<file path="src/sv/vcr_pkg.sv">
package vcr_pkg;

  // Fixed-point format: signed Q4.12 commands, unsigned 15-bit registers.
  localparam int VALUE_W = 16;
  localparam int CFG_W   = 15;
  localparam int FRAC_W  = 12;

  // Shared divider: one quotient bit per cycle, 16 quotient bits.
  localparam int DIV_STEPS = 16;
  localparam int DIV_W     = 32;
  localparam int DIV_CNT_W = $clog2(DIV_STEPS + 1);

  // The turn clamp divides (max_turn << 2*FRAC_W) by |curvature| * gain. The
  // quotient is known to fit DIV_STEPS bits, so the low DIV_STEPS zero bits
  // go in as dividend and the rest starts as the partial remainder.
  localparam int CLAMP_SHIFT = 2 * FRAC_W - DIV_STEPS;

  // Register map.
  localparam logic [1:0] REG_MAX_FWD   = 2'd0;
  localparam logic [1:0] REG_MAX_TURN  = 2'd1;
  localparam logic [1:0] REG_TURN_GAIN = 2'd2;
  localparam logic [1:0] REG_SLEW_STEP = 2'd3;

  localparam logic [CFG_W-1:0] RST_MAX_FWD   = 15'd2048;
  localparam logic [CFG_W-1:0] RST_MAX_TURN  = 15'd3195;
  localparam logic [CFG_W-1:0] RST_TURN_GAIN = 15'd4096;
  localparam logic [CFG_W-1:0] RST_SLEW_STEP = 15'd410;

  typedef struct packed {
    logic                 start;
    logic [DIV_W-1:0]     rem_init;
    logic [DIV_STEPS-1:0] dividend;
    logic [DIV_W-1:0]     divisor;
  } div_req_t;

  typedef struct packed {
    logic                 busy;
    logic                 done;
    logic [DIV_STEPS-1:0] quotient;
  } div_rsp_t;

endpackage

</file>
<file path="src/sv/vcr_div.sv">
module vcr_div import vcr_pkg::*; (
  input  logic     clk,
  input  logic     rst,
  input  div_req_t req,
  output div_rsp_t rsp
);

  logic [DIV_W-1:0]     rem;
  logic [DIV_W-1:0]     den;
  logic [DIV_STEPS-1:0] quo;
  logic [DIV_CNT_W-1:0] cnt;
  logic                 busy;
  logic                 done;
  logic [DIV_W:0]       rem_sh;
  logic [DIV_W:0]       diff;
  logic                 fits;

  // One restoring step: shift in the next dividend bit, subtract if it fits.
  always_comb begin
    rem_sh = {rem, quo[DIV_STEPS-1]};
    diff   = rem_sh - {1'b0, den};
    fits   = (rem_sh >= {1'b0, den});
  end

  always_ff @(posedge clk) begin
    if (rst) begin
      busy <= 1'b0;
      done <= 1'b0;
      cnt  <= '0;
    end else begin
      done <= !req.start && busy && (cnt == DIV_CNT_W'(1));
      if (req.start) begin
        busy <= 1'b1;
        cnt  <= DIV_CNT_W'(DIV_STEPS);
      end else if (busy) begin
        cnt <= cnt - 1'b1;
        if (cnt == DIV_CNT_W'(1)) begin
          busy <= 1'b0;
        end
      end
    end
  end

  always_ff @(posedge clk) begin
    if (req.start) begin
      rem <= req.rem_init;
      den <= req.divisor;
      quo <= req.dividend;
    end else if (busy) begin
      rem <= fits ? diff[DIV_W-1:0] : rem_sh[DIV_W-1:0];
      quo <= {quo[DIV_STEPS-2:0], fits};
    end
  end

  assign rsp = '{busy: busy, done: done, quotient: quo};

endmodule

</file>
<file path="src/sv/velocity_command_ramp_top.sv">
// Slew-rate limited velocity command generator. Each input beat carries a
// path curvature and a free path length (Q4.12); each one yields exactly one
// output beat with the ramped forward speed and turn rate (signed Q4.12).
// The target speed is min(max_forward_speed, path_length / 3); the target
// turn rate is speed * curvature * turn_gain, clamped to +/- max_turn_rate
// with the speed rescaled to match. Both commands then step from the stored
// last values toward the targets by diff / n, n being the larger of
// floor(|diff| / slew_step) + 1 over the two commands (slew_step 0 acts as 1).
// A stored negative speed clears both stored commands before use.
// Timing: one beat at a time; a new beat is taken only once the last one
// has retired. The length / 3 is one reciprocal multiply, then the shared
// multiplier forms speed * |curvature|, its product with the gain and the
// clamp divisor; then come the clamp check and the differences, and four
// (five with the clamp) 16-step divisions on the one shared restoring
// divider, each with its start and finish hand-off, then a retire step and
// an idle step. The result sits in an output register, so the next beat is
// taken while it waits; a result still waiting at the retire step holds the
// block there.
// Configuration writes are taken at any edge with cfg_write_en high and
// must only happen while the block is idle.
module velocity_command_ramp_top import vcr_pkg::*; (
  input  logic                      clk,
  input  logic                      rst,
  input  logic                      cfg_write_en,
  input  logic [1:0]                cfg_index,
  input  logic [CFG_W-1:0]          cfg_data,
  input  logic                      in_valid,
  output logic                      in_ready,
  input  logic signed [VALUE_W-1:0] curvature,
  input  logic [CFG_W-1:0]          path_length,
  output logic                      out_valid,
  input  logic                      out_ready,
  output logic signed [VALUE_W-1:0] forward_speed,
  output logic signed [VALUE_W-1:0] turn_rate
);

  // Sequencer codes.
  localparam logic [3:0] ST_IDLE  = 4'd0;
  localparam logic [3:0] ST_LEN   = 4'd1;
  localparam logic [3:0] ST_MUL1  = 4'd2;
  localparam logic [3:0] ST_MUL2  = 4'd3;
  localparam logic [3:0] ST_MUL3  = 4'd4;
  localparam logic [3:0] ST_CHECK = 4'd5;
  localparam logic [3:0] ST_CLAMP = 4'd6;
  localparam logic [3:0] ST_DIFF  = 4'd7;
  localparam logic [3:0] ST_NV    = 4'd8;
  localparam logic [3:0] ST_NR    = 4'd9;
  localparam logic [3:0] ST_QV    = 4'd10;
  localparam logic [3:0] ST_QR    = 4'd11;
  localparam logic [3:0] ST_DONE  = 4'd12;

  // Shared multiplier: speed * |curvature| and |curvature| * gain both stay
  // below 2^30; their product with the gain stays below 2^46.
  localparam int MUL_A_W = 2 * CFG_W;
  localparam int MUL_B_W = VALUE_W;
  localparam int PROD_W  = MUL_A_W + MUL_B_W;
  localparam int MAG_W   = PROD_W - 2 * FRAC_W;
  // length / 3 as (length * ceil(2^17 / 3)) >> 17, exact for any length
  // below 2^17.
  localparam int                 RECIP_SHIFT = 17;
  localparam logic [MUL_B_W-1:0] RECIP_THREE = 16'd43691;

  // Configuration registers.
  logic [CFG_W-1:0] max_fwd;
  logic [CFG_W-1:0] max_turn;
  logic [CFG_W-1:0] turn_gain;
  logic [CFG_W-1:0] slew_step;

  // Stored commands.
  logic signed [VALUE_W-1:0] last_speed;
  logic signed [VALUE_W-1:0] last_turn;

  logic [3:0] state;
  logic       go;

  // Per-item working registers.
  logic                      curv_neg;
  logic [VALUE_W-1:0]        acurv;
  logic [CFG_W-1:0]          len;
  logic                      over;
  logic [CFG_W-1:0]          vx;
  logic [MUL_A_W-1:0]        p1;
  logic [MUL_A_W-1:0]        den;
  logic [MAG_W-1:0]          mag;
  logic signed [VALUE_W:0]   dv;
  logic signed [VALUE_W:0]   dr;
  logic [VALUE_W:0]          nv;
  logic [VALUE_W:0]          nr;
  logic [VALUE_W-1:0]        qv;
  logic [VALUE_W-1:0]        qr;

  logic                      in_fire;
  logic                      done_fire;
  logic                      clamp_hit;
  logic                      go_next;
  logic [CFG_W+1:0]          fwd_x3;
  logic [MUL_A_W-1:0]        mul_a;
  logic [MUL_B_W-1:0]        mul_b;
  logic [PROD_W-1:0]         prod;
  logic signed [VALUE_W:0]   rz;
  logic [VALUE_W-1:0]        adv;
  logic [VALUE_W-1:0]        adr;
  logic [VALUE_W:0]          n_max;
  logic [CFG_W-1:0]          step_eff;
  logic signed [VALUE_W:0]   inc_v;
  logic signed [VALUE_W:0]   inc_r;
  logic signed [VALUE_W:0]   sum_v;
  logic signed [VALUE_W:0]   sum_r;
  div_req_t                  div_req;
  div_rsp_t                  div_rsp;

  assign in_ready  = (state == ST_IDLE);
  assign in_fire   = in_valid && in_ready;
  // Retire only when the output register is free or drains this cycle.
  assign done_fire = (state == ST_DONE) && (!out_valid || out_ready);
  assign clamp_hit = (mag > MAG_W'(max_turn));

  // Launch a divide on the first cycle of each dividing step.
  assign go_next = ((state == ST_CHECK) && clamp_hit) || (state == ST_DIFF) ||
                   (div_rsp.done &&
                    ((state == ST_NV) || (state == ST_NR) || (state == ST_QV)));

  assign fwd_x3 = {2'b00, max_fwd} + {1'b0, max_fwd, 1'b0};

  // Shared multiplier operand select.
  always_comb begin
    unique case (state)
      ST_LEN: begin
        mul_a = MUL_A_W'(len);
        mul_b = RECIP_THREE;
      end
      ST_MUL1: begin
        mul_a = MUL_A_W'(vx);
        mul_b = acurv;
      end
      ST_MUL2: begin
        mul_a = p1;
        mul_b = MUL_B_W'(turn_gain);
      end
      default: begin
        mul_a = MUL_A_W'(acurv);
        mul_b = MUL_B_W'(turn_gain);
      end
    endcase
  end

  assign prod = PROD_W'(mul_a) * PROD_W'(mul_b);

  // Target turn rate: mag is already limited to max_turn here.
  assign rz = curv_neg ? -$signed({2'b00, mag[CFG_W-1:0]})
                       :  $signed({2'b00, mag[CFG_W-1:0]});

  assign adv      = dv[VALUE_W] ? VALUE_W'(-dv) : dv[VALUE_W-1:0];
  assign adr      = dr[VALUE_W] ? VALUE_W'(-dr) : dr[VALUE_W-1:0];
  assign n_max    = (nv > nr) ? nv : nr;
  assign step_eff = (slew_step == '0) ? CFG_W'(1) : slew_step;

  // Ramp increments keep the sign of the difference (truncation toward zero).
  assign inc_v = dv[VALUE_W] ? -$signed({1'b0, qv}) : $signed({1'b0, qv});
  assign inc_r = dr[VALUE_W] ? -$signed({1'b0, qr}) : $signed({1'b0, qr});
  assign sum_v = {last_speed[VALUE_W-1], last_speed} + inc_v;
  assign sum_r = {last_turn[VALUE_W-1], last_turn} + inc_r;

  // Divider operand select; start pulses on the first cycle of each divide.
  always_comb begin
    div_req       = '0;
    div_req.start = go;
    unique case (state)
      ST_CLAMP: begin
        div_req.rem_init = DIV_W'({max_turn, {CLAMP_SHIFT{1'b0}}});
        div_req.divisor  = DIV_W'(den);
      end
      ST_NV: begin
        div_req.dividend = adv;
        div_req.divisor  = DIV_W'(step_eff);
      end
      ST_NR: begin
        div_req.dividend = adr;
        div_req.divisor  = DIV_W'(step_eff);
      end
      ST_QV: begin
        div_req.dividend = adv;
        div_req.divisor  = DIV_W'(n_max);
      end
      ST_QR: begin
        div_req.dividend = adr;
        div_req.divisor  = DIV_W'(n_max);
      end
      default: begin
        div_req.dividend = '0;
      end
    endcase
  end

  vcr_div u_div (
    .clk (clk),
    .rst (rst),
    .req (div_req),
    .rsp (div_rsp)
  );

  // Control: sequencer, stored commands, configuration, output valid.
  always_ff @(posedge clk) begin
    if (rst) begin
      state      <= ST_IDLE;
      go         <= 1'b0;
      out_valid  <= 1'b0;
      last_speed <= '0;
      last_turn  <= '0;
      max_fwd    <= RST_MAX_FWD;
      max_turn   <= RST_MAX_TURN;
      turn_gain  <= RST_TURN_GAIN;
      slew_step  <= RST_SLEW_STEP;
    end else begin
      go        <= go_next;
      // Hold the result until taken; a retiring item refills the register.
      out_valid <= done_fire || (out_valid && !out_ready);
      if (cfg_write_en) begin
        unique case (cfg_index)
          REG_MAX_FWD:   max_fwd   <= cfg_data;
          REG_MAX_TURN:  max_turn  <= cfg_data;
          REG_TURN_GAIN: turn_gain <= cfg_data;
          REG_SLEW_STEP: slew_step <= cfg_data;
        endcase
      end
      unique case (state)
        ST_IDLE: begin
          if (in_fire) begin
            // Drop a negative stored speed together with the stored turn.
            if (last_speed[VALUE_W-1]) begin
              last_speed <= '0;
              last_turn  <= '0;
            end
            state <= ST_LEN;
          end
        end
        ST_LEN:  state <= ST_MUL1;
        ST_MUL1: state <= ST_MUL2;
        ST_MUL2: state <= ST_MUL3;
        ST_MUL3: state <= ST_CHECK;
        ST_CHECK: begin
          if (clamp_hit) begin
            state <= ST_CLAMP;
          end else begin
            state <= ST_DIFF;
          end
        end
        ST_CLAMP: begin
          if (div_rsp.done) begin
            state <= ST_DIFF;
          end
        end
        ST_DIFF: state <= ST_NV;
        ST_NV: begin
          if (div_rsp.done) begin
            state <= ST_NR;
          end
        end
        ST_NR: begin
          if (div_rsp.done) begin
            state <= ST_QV;
          end
        end
        ST_QV: begin
          if (div_rsp.done) begin
            state <= ST_QR;
          end
        end
        ST_QR: begin
          if (div_rsp.done) begin
            state <= ST_DONE;
          end
        end
        ST_DONE: begin
          if (done_fire) begin
            // Each step lands between the stored value and the target, so
            // the result always fits the command range.
            last_speed <= sum_v[VALUE_W-1:0];
            last_turn  <= sum_r[VALUE_W-1:0];
            state      <= ST_IDLE;
          end
        end
        default: state <= ST_IDLE;
      endcase
    end
  end

  // Datapath registers.
  always_ff @(posedge clk) begin
    if (in_fire) begin
      curv_neg <= curvature[VALUE_W-1];
      acurv    <= curvature[VALUE_W-1] ? VALUE_W'(-curvature) : curvature;
      len      <= path_length;
      over     <= ({2'b00, path_length} > fwd_x3);
    end
    if (state == ST_LEN) begin
      vx <= over ? max_fwd : prod[RECIP_SHIFT +: CFG_W];
    end
    if (state == ST_MUL1) begin
      p1 <= prod[MUL_A_W-1:0];
    end
    if (state == ST_MUL2) begin
      mag <= prod[PROD_W-1:2*FRAC_W];
    end
    if (state == ST_MUL3) begin
      den <= prod[MUL_A_W-1:0];
    end
    if ((state == ST_CLAMP) && div_rsp.done) begin
      vx  <= div_rsp.quotient[CFG_W-1:0];
      mag <= MAG_W'(max_turn);
    end
    if (state == ST_DIFF) begin
      dv <= $signed({2'b00, vx}) - {last_speed[VALUE_W-1], last_speed};
      dr <= rz - {last_turn[VALUE_W-1], last_turn};
    end
    if ((state == ST_NV) && div_rsp.done) begin
      nv <= {1'b0, div_rsp.quotient} + 1'b1;
    end
    if ((state == ST_NR) && div_rsp.done) begin
      nr <= {1'b0, div_rsp.quotient} + 1'b1;
    end
    if ((state == ST_QV) && div_rsp.done) begin
      qv <= div_rsp.quotient;
    end
    if ((state == ST_QR) && div_rsp.done) begin
      qr <= div_rsp.quotient;
    end
    if (done_fire) begin
      forward_speed <= sum_v[VALUE_W-1:0];
      turn_rate     <= sum_r[VALUE_W-1:0];
    end
  end

  // The stored speed only ever ramps between non-negative values.
  a_speed_nonneg: assert property (@(posedge clk) disable iff (rst)
    !last_speed[VALUE_W-1])
    else $error("stored forward speed went negative");

  // A divide is only launched on an idle divider.
  a_div_free: assert property (@(posedge clk) disable iff (rst)
    div_req.start |-> !div_rsp.busy)
    else $error("divider restarted while busy");

  // A new result beat comes only from the final sequencer step.
  a_out_source: assert property (@(posedge clk) disable iff (rst)
    $rose(out_valid) |-> $past(state) == ST_DONE)
    else $error("output valid rose outside the final step");

  // The turn command never reaches the most negative code.
  a_turn_range: assert property (@(posedge clk) disable iff (rst)
    out_valid |-> turn_rate != {1'b1, {(VALUE_W-1){1'b0}}})
    else $error("turn rate out of clamped range");

endmodule

</file>
<file path="config.mk">
export PLATFORM = sky130hd
export DESIGN_NAME = velocity_command_ramp_top
export DESIGN_NICKNAME = d
export VERILOG_FILES = /design/src/sv/vcr_pkg.sv /design/src/sv/vcr_div.sv /design/src/sv/velocity_command_ramp_top.sv
export SDC_FILE = /design/constraint.sdc
export NUM_CORES = 2
export LEC_CHECK = 0
export ABC_AREA = 1
export BUFFER_PORTS_ARGS = -buffer_cell sky130_fd_sc_hd__buf_2
export CORE_MARGIN = 8
export CORE_UTILIZATION = 33
export CTS_CLUSTER_DIAMETER = 150
export DETAILED_ROUTE_END_ITERATION = 12
export PLACE_DENSITY = 0.45
export SLEW_MARGIN = 20
export SYNTH_ARGS = -nofsm -noshare
export SYNTH_HDL_FRONTEND = slang
export SYNTH_SLANG_ARGS = --single-unit
</file>
<file path="constraint.sdc">
create_clock -name clk -period 8.25 [get_ports clk]
set_input_delay 1.2375 -clock clk [delete_from_list [all_inputs] [get_ports clk]]
set_output_delay 1.2375 -clock clk [all_outputs]
set_load 0.01 [all_outputs]
</file>
# Word-level counts from Yosys, hierarchy flattened
# Cells that the tools add are included.
# word_totals
out_inout_bits	34
elab_cells	163
in_bits	53
regBits	447
# op_classes
order_cmp	4
add_sub_neg	14
eq_ne	24
n_mux	45
n_reduce_logical	40
n_mul	1
# op_table
op	n
$pmux 30 s3	2
$mux 16	11
$pmux 16 s2	4
$mux 15	8
$mux 32	3
$neg 16->16	5
$pmux 4 s13	1
$mul 30x16->46	1
$mux 17	2
$ge 33x32->1	1
$add 16x16->16	2
$sub 32x32->32	1
$mux 4	7
$mux 23	1
$gt 22x15->1	1
$eq 4x4->1 const B	5
$add 15x16->17	1
$add 16x1->17 const B	1
$gt 15x17->1	1
$gt 17x17->1	1
$neg 15->17	1
$sub 16x16->17	1
$sub 17x17->17	1
$eq 4x3->1 const B	4
22 further kinds	62

# Longest topological paths before layout
# depth
word_depth	6
depth_mapped	38
depth_no_buf	37

# Cells and area by module
# A second synthesis with hierarchy kept.
# unflattened
hier_cells	5649
hier_area_um2	43723.2
# by_module_without_submodules
mod	area_per_inst_um2	instances	cells_each	seq_area_each_um2
velocity_command_ramp_top	37282.0	1	4727	9759.4
vcr_div	6441.2	1	922	2542.4

# Worst setup path before layout
# No wires, ideal clock.
# synth_path
path_kind	reg-to-reg
start	register state[2]
end	register mag[12], data pin
stages_incl_launch_ff	34
arrival_time_ns	6.368
slack_ns	1.628
required_time_ns	7.996
path_buffers	2
cell_sequence	dfxtp_1 nor2_4 nand2_1 inv_2 buf_2 a22oi_1 inv_1 clkbuf_1 nand2_1 fa_1 inv_1 fa_1 inv_1 fa_1 inv_1 fa_1 fa_1 inv_1 fa_1 inv_1 ha_1 nand2_1 nor2_1 inv_1 nor2_1 nand2_1 inv_1 nand2_1 nand2_1 nand2_1 nand2_1 nand2_1 nand3_1 nand2_1
# synth_between
elab_chain_cells	5
elab_cells_between_ends	10
cone_classes	mul: 1; eq/ne: 4; mux: 4; reduce/logical: 1
# synth_lines
item	line	source
start, declared	velocity_command_ramp_top.sv:73	logic [3:0] state;
start signal, assigned	velocity_command_ramp_top.sv:205	state <= ST_IDLE;
start signal, assigned	velocity_command_ramp_top.sv:234	state <= ST_LEN;
start signal, assigned	velocity_command_ramp_top.sv:237	ST_LEN: state <= ST_MUL1;
$eq 4x2->1 / $eq 4x1->1 (equally long branches)	velocity_command_ramp_top.sv:127	unique case (state)
$pmux 30 s3 / $pmux 16 s2 (equally long branches)	velocity_command_ramp_top.sv:127	
$mul 30x16->46	velocity_command_ramp_top.sv:147	assign prod = PROD_W'(mul_a) * PROD_W'(mul_b);
$mux 15	velocity_command_ramp_top.sv:302	if (state == ST_MUL2) begin
$mux 15 (*)	velocity_command_ramp_top.sv:308	if ((state == ST_CLAMP) && div_rsp.done) begin
end signal, assigned	velocity_command_ramp_top.sv:303	mag <= prod[PROD_W-1:2*FRAC_W];
end signal, assigned	velocity_command_ramp_top.sv:310	mag <= MAG_W'(max_turn);
end, declared	velocity_command_ramp_top.sv:84	logic [MAG_W-1:0] mag;
# Every way passes the cells marked *; elsewhere a longest branch is shown, timed or not. The select of a mux whose other input is x is not followed.
# A chain may end at the register's enable or synchronous reset.

# Final worst setup path
# layout_path
start	register state[0]
end	register mag[9], data pin
# Same word-level chain as after synthesis.

==> impl_metrics.csv <==
group,metric,value,unit
status,status,"finished clean",
logic_synthesis,ys_warn_count,0,
setup_path,cp.required,8600,ps
logic_synthesis,synth.top_cell.area_share,0.2313,
logic_synthesis,ys_types,60,
final_layout,num-nets-final,6429,
clock_network,insertion_delay,640,ps
placed_design,place_hpwl,130400,um
grt,antenna_found_initial,12,
detailed_routing,first_iter_violations,2807,
logic_synthesis,yosysSeqAreaShare,0.2832,
die,boundaryPins,87,
clock_network,root_buffer,"clkbuf_16",
grt,track_usage,0.2188,
placed_design,gp_congestion,0.9251,
sta,period_share,0.9714,
setup_path,crit_top_cell,"nand2_1",
job,cap_violations,0,
clock_network,cts_inserted_buffers,51,
grt,grt_pass1_vias,36300,
placed_design,io_buffers,86,
sta,period_minus_slack,8014,ps
setup_path,arrival,8360,ps
logic_synthesis,synth_cells,5594,
die,coreArea,130800,sq um
die,start_util,0.3305,
sta,worst_pin_slew,1091,ps
die,fp.dieArea,142800,sq um
clock_network,postCtsHoldBufs,0,
sta,fin_skew,36.28,ps
detailed_routing,drt_pass1_iterations,7,
grt,grt_max_degree,56,
grt,grt_first_pass_wirelength,236000,um
detailed_routing,vias,36420,
detailed_routing,routedWlPerCell,21.16,um
logic_synthesis,netlist_area,43230,sq um
die,die_x,377.9,um
clock_network,ctsLongestPathBuffers,3,
sta,finalSetupTns,0,ps
sta,maxSlewViolCount,0,
logic_synthesis,synth-main-ff-cell,"edfxtp_1",
sta,finalHoldViolCount,0,
setup_path,critPathKind,"flip-flop to flip-flop",
setup_path,slowest_stage,"fa_1",
detailed_routing,drc_errors,0,
clock_network,cts.htree.levels,2,
setup_path,path_max_fanout,19,
sta,rsz0062_at_grt,"false",
final_layout,final_cell_mix,"nand2_1, inv_1, nor2_1, fa_1, edfxtp_1",
setup_path,cp-end-kind,"flip-flop",
setup_path,max_stage_delay,540,ps
die,core.rowCount,133,
logic_synthesis,synth_seq_cells,445,
detailed_routing,vias_per_cell,4.855,
final_layout,multi_input_area,26120,sq um
logic_synthesis,synth.area.top_cells,"edfxtp_1, fa_1, nand2_1",
setup_path,crit_family,"adder cells",
detailed_routing,ant_nets,0,
final_layout,drive_gt1_frac,0.06287,
final_layout,area_growth,10.35,%
final_layout,mostFrequentLayoutCell,"nand2_1",
final_layout,fill_cells,14030,
setup_path,start_kind,"flip-flop",
grt,grt_overflow_total,0,
clock_network,path_clk_slew,70,ps
logic_synthesis,yosys.area.top_type,"edfxtp_1",
setup_path,crit_buf_inv,5,
sta,whs,469.1,ps
sta,slew-limit-headroom,0.2686,
hold_path,min_path_type,"flip-flop to flip-flop",
final_layout,seq_area,12240,sq um
sta,finalSetupViolCount,0,
sta,fmax,124.8,MHz
logic_synthesis,avgSynthCellArea,7.728,sq um
logic_synthesis,synth_edf_count,333,
clock_network,cts_tree,"done",
clock_network,cts.sinks,445,
die,die_h,377.9,um
logic_synthesis,synthArstFlopShare,0,
detailed_routing,wl,158700,um
-- metal layers --
layer | GRT usage | wire length (um) | up-vias
met5 | 0 | 0 | -
met2 | 0.3693 | 74790 | 957
met4 | 0.06172 | 4922 | 0
met3 | 0.01579 | 7306 | 186
li1 | - | - | 17500
met1 | 0.3025 | 71710 | 17780
-- logic make-up after synthesis --
family,after synthesis,share of synthesized area
xor gates and xnor gates,166,0.03363
other,2,0.0001737
DFF,445,0.2832
and+or+nand+nor,2510,0.2368
adders and majority gates,676,0.2644
buffers and inverters,1294,0.1156
AOI/OAI and AO/OA,501,0.06613
-- timing repair --
action | in CTS | in global routing
setup endpoints to repair | 1 | 13
gates resized for setup | 1 | 16
buffers inserted | 0 | 6
-- Yosys cell counts (9+ instances only) --
cell type,n
a21o_1,10
nand2_1,1508
o21bai_1,21
a31oi_1,9
clkbuf_1,54
xnor2_1,42
xor2_1,124
dfxtp_1,112
ha_1,280
inv_2,38
nand3_1,247
nor2_1,559
nand4_1,54
edfxtp_1,333
nand3b_1,36
inv_1,1124
nor4_1,9
buf_2,58
o21ai_0,187
a21oi_1,206
nor3_1,48
and2_1,10
or2_2,17
fa_1,396
o21ai_2,11
-- metrics by stage --
stage | instance area [sq um] | utilization | worst slack, ps | std cells
5_1_grt | 47700 | 0.3647 | 3.863 | 7501
3_3_place_gp | 45930 | 0.3511 | -175.2 | 7396
6_report | 47700 | 0.3647 | 235.6 | 7502
4_1_cts | 47590 | 0.3638 | 87.18 | 7491
2_1_floorplan | 43280 | - | 1628 | 5607
3_5_place_dp | 45930 | 0.3511 | -52.19 | 7396
-- flip-flops by register name, summed over array words and instances (netlist names), 16 cells and up --
name	cells
dv	17
nr	17
u_div.rem	32
den	30
u_div.den	30
mag	22
forward_speed	16
last_turn	16
qv	16
last_speed	16
qr	16
acurv	16
turn_rate	16
nv	17
u_div.quo	16
p1	30
dr	17
-- path summary, 6_finish.rpt --
kind	start	to	slack (ps)	depth (start not counted)
worst max-delay path	state[0]	mag[9]	240	29
worst min-delay path	slew_step[2]	slew_step[2]	470	2
worst max register to register	state[0]	mag[9]	240	29
worst min register to register	slew_step[2]	slew_step[2]	470	2
-- worst reg2reg max path: cells and delay by family, from the launching register on --
kind / cells / cell delay [ps]
adder cells (fa/ha/maj): 7 / 3410
AND/OR/NAND/NOR: 16 / 3030
buffers and inverters: 5 / 740
AO/OA/AOI/OAI: 1 / 170
flip-flops: 1 / 410
-- final cells by class --
cell class | count | area share
Multi-Input combinational cell | 3868 | 0.5474
Sequential cell | 445 | 0.2566
Inverter | 1163 | 0.09203
Tap cell | 1755 | 0.04603
Clock buffer | 69 | 0.02945
Timing Repair Buffer | 171 | 0.02274
Clock inverter | 26 | 0.005403
Antenna cell | 5 | 0.0002623
Power is not shown: default switching activity piles up to over one toggle a cycle in this logic, so the estimate is an artifact.
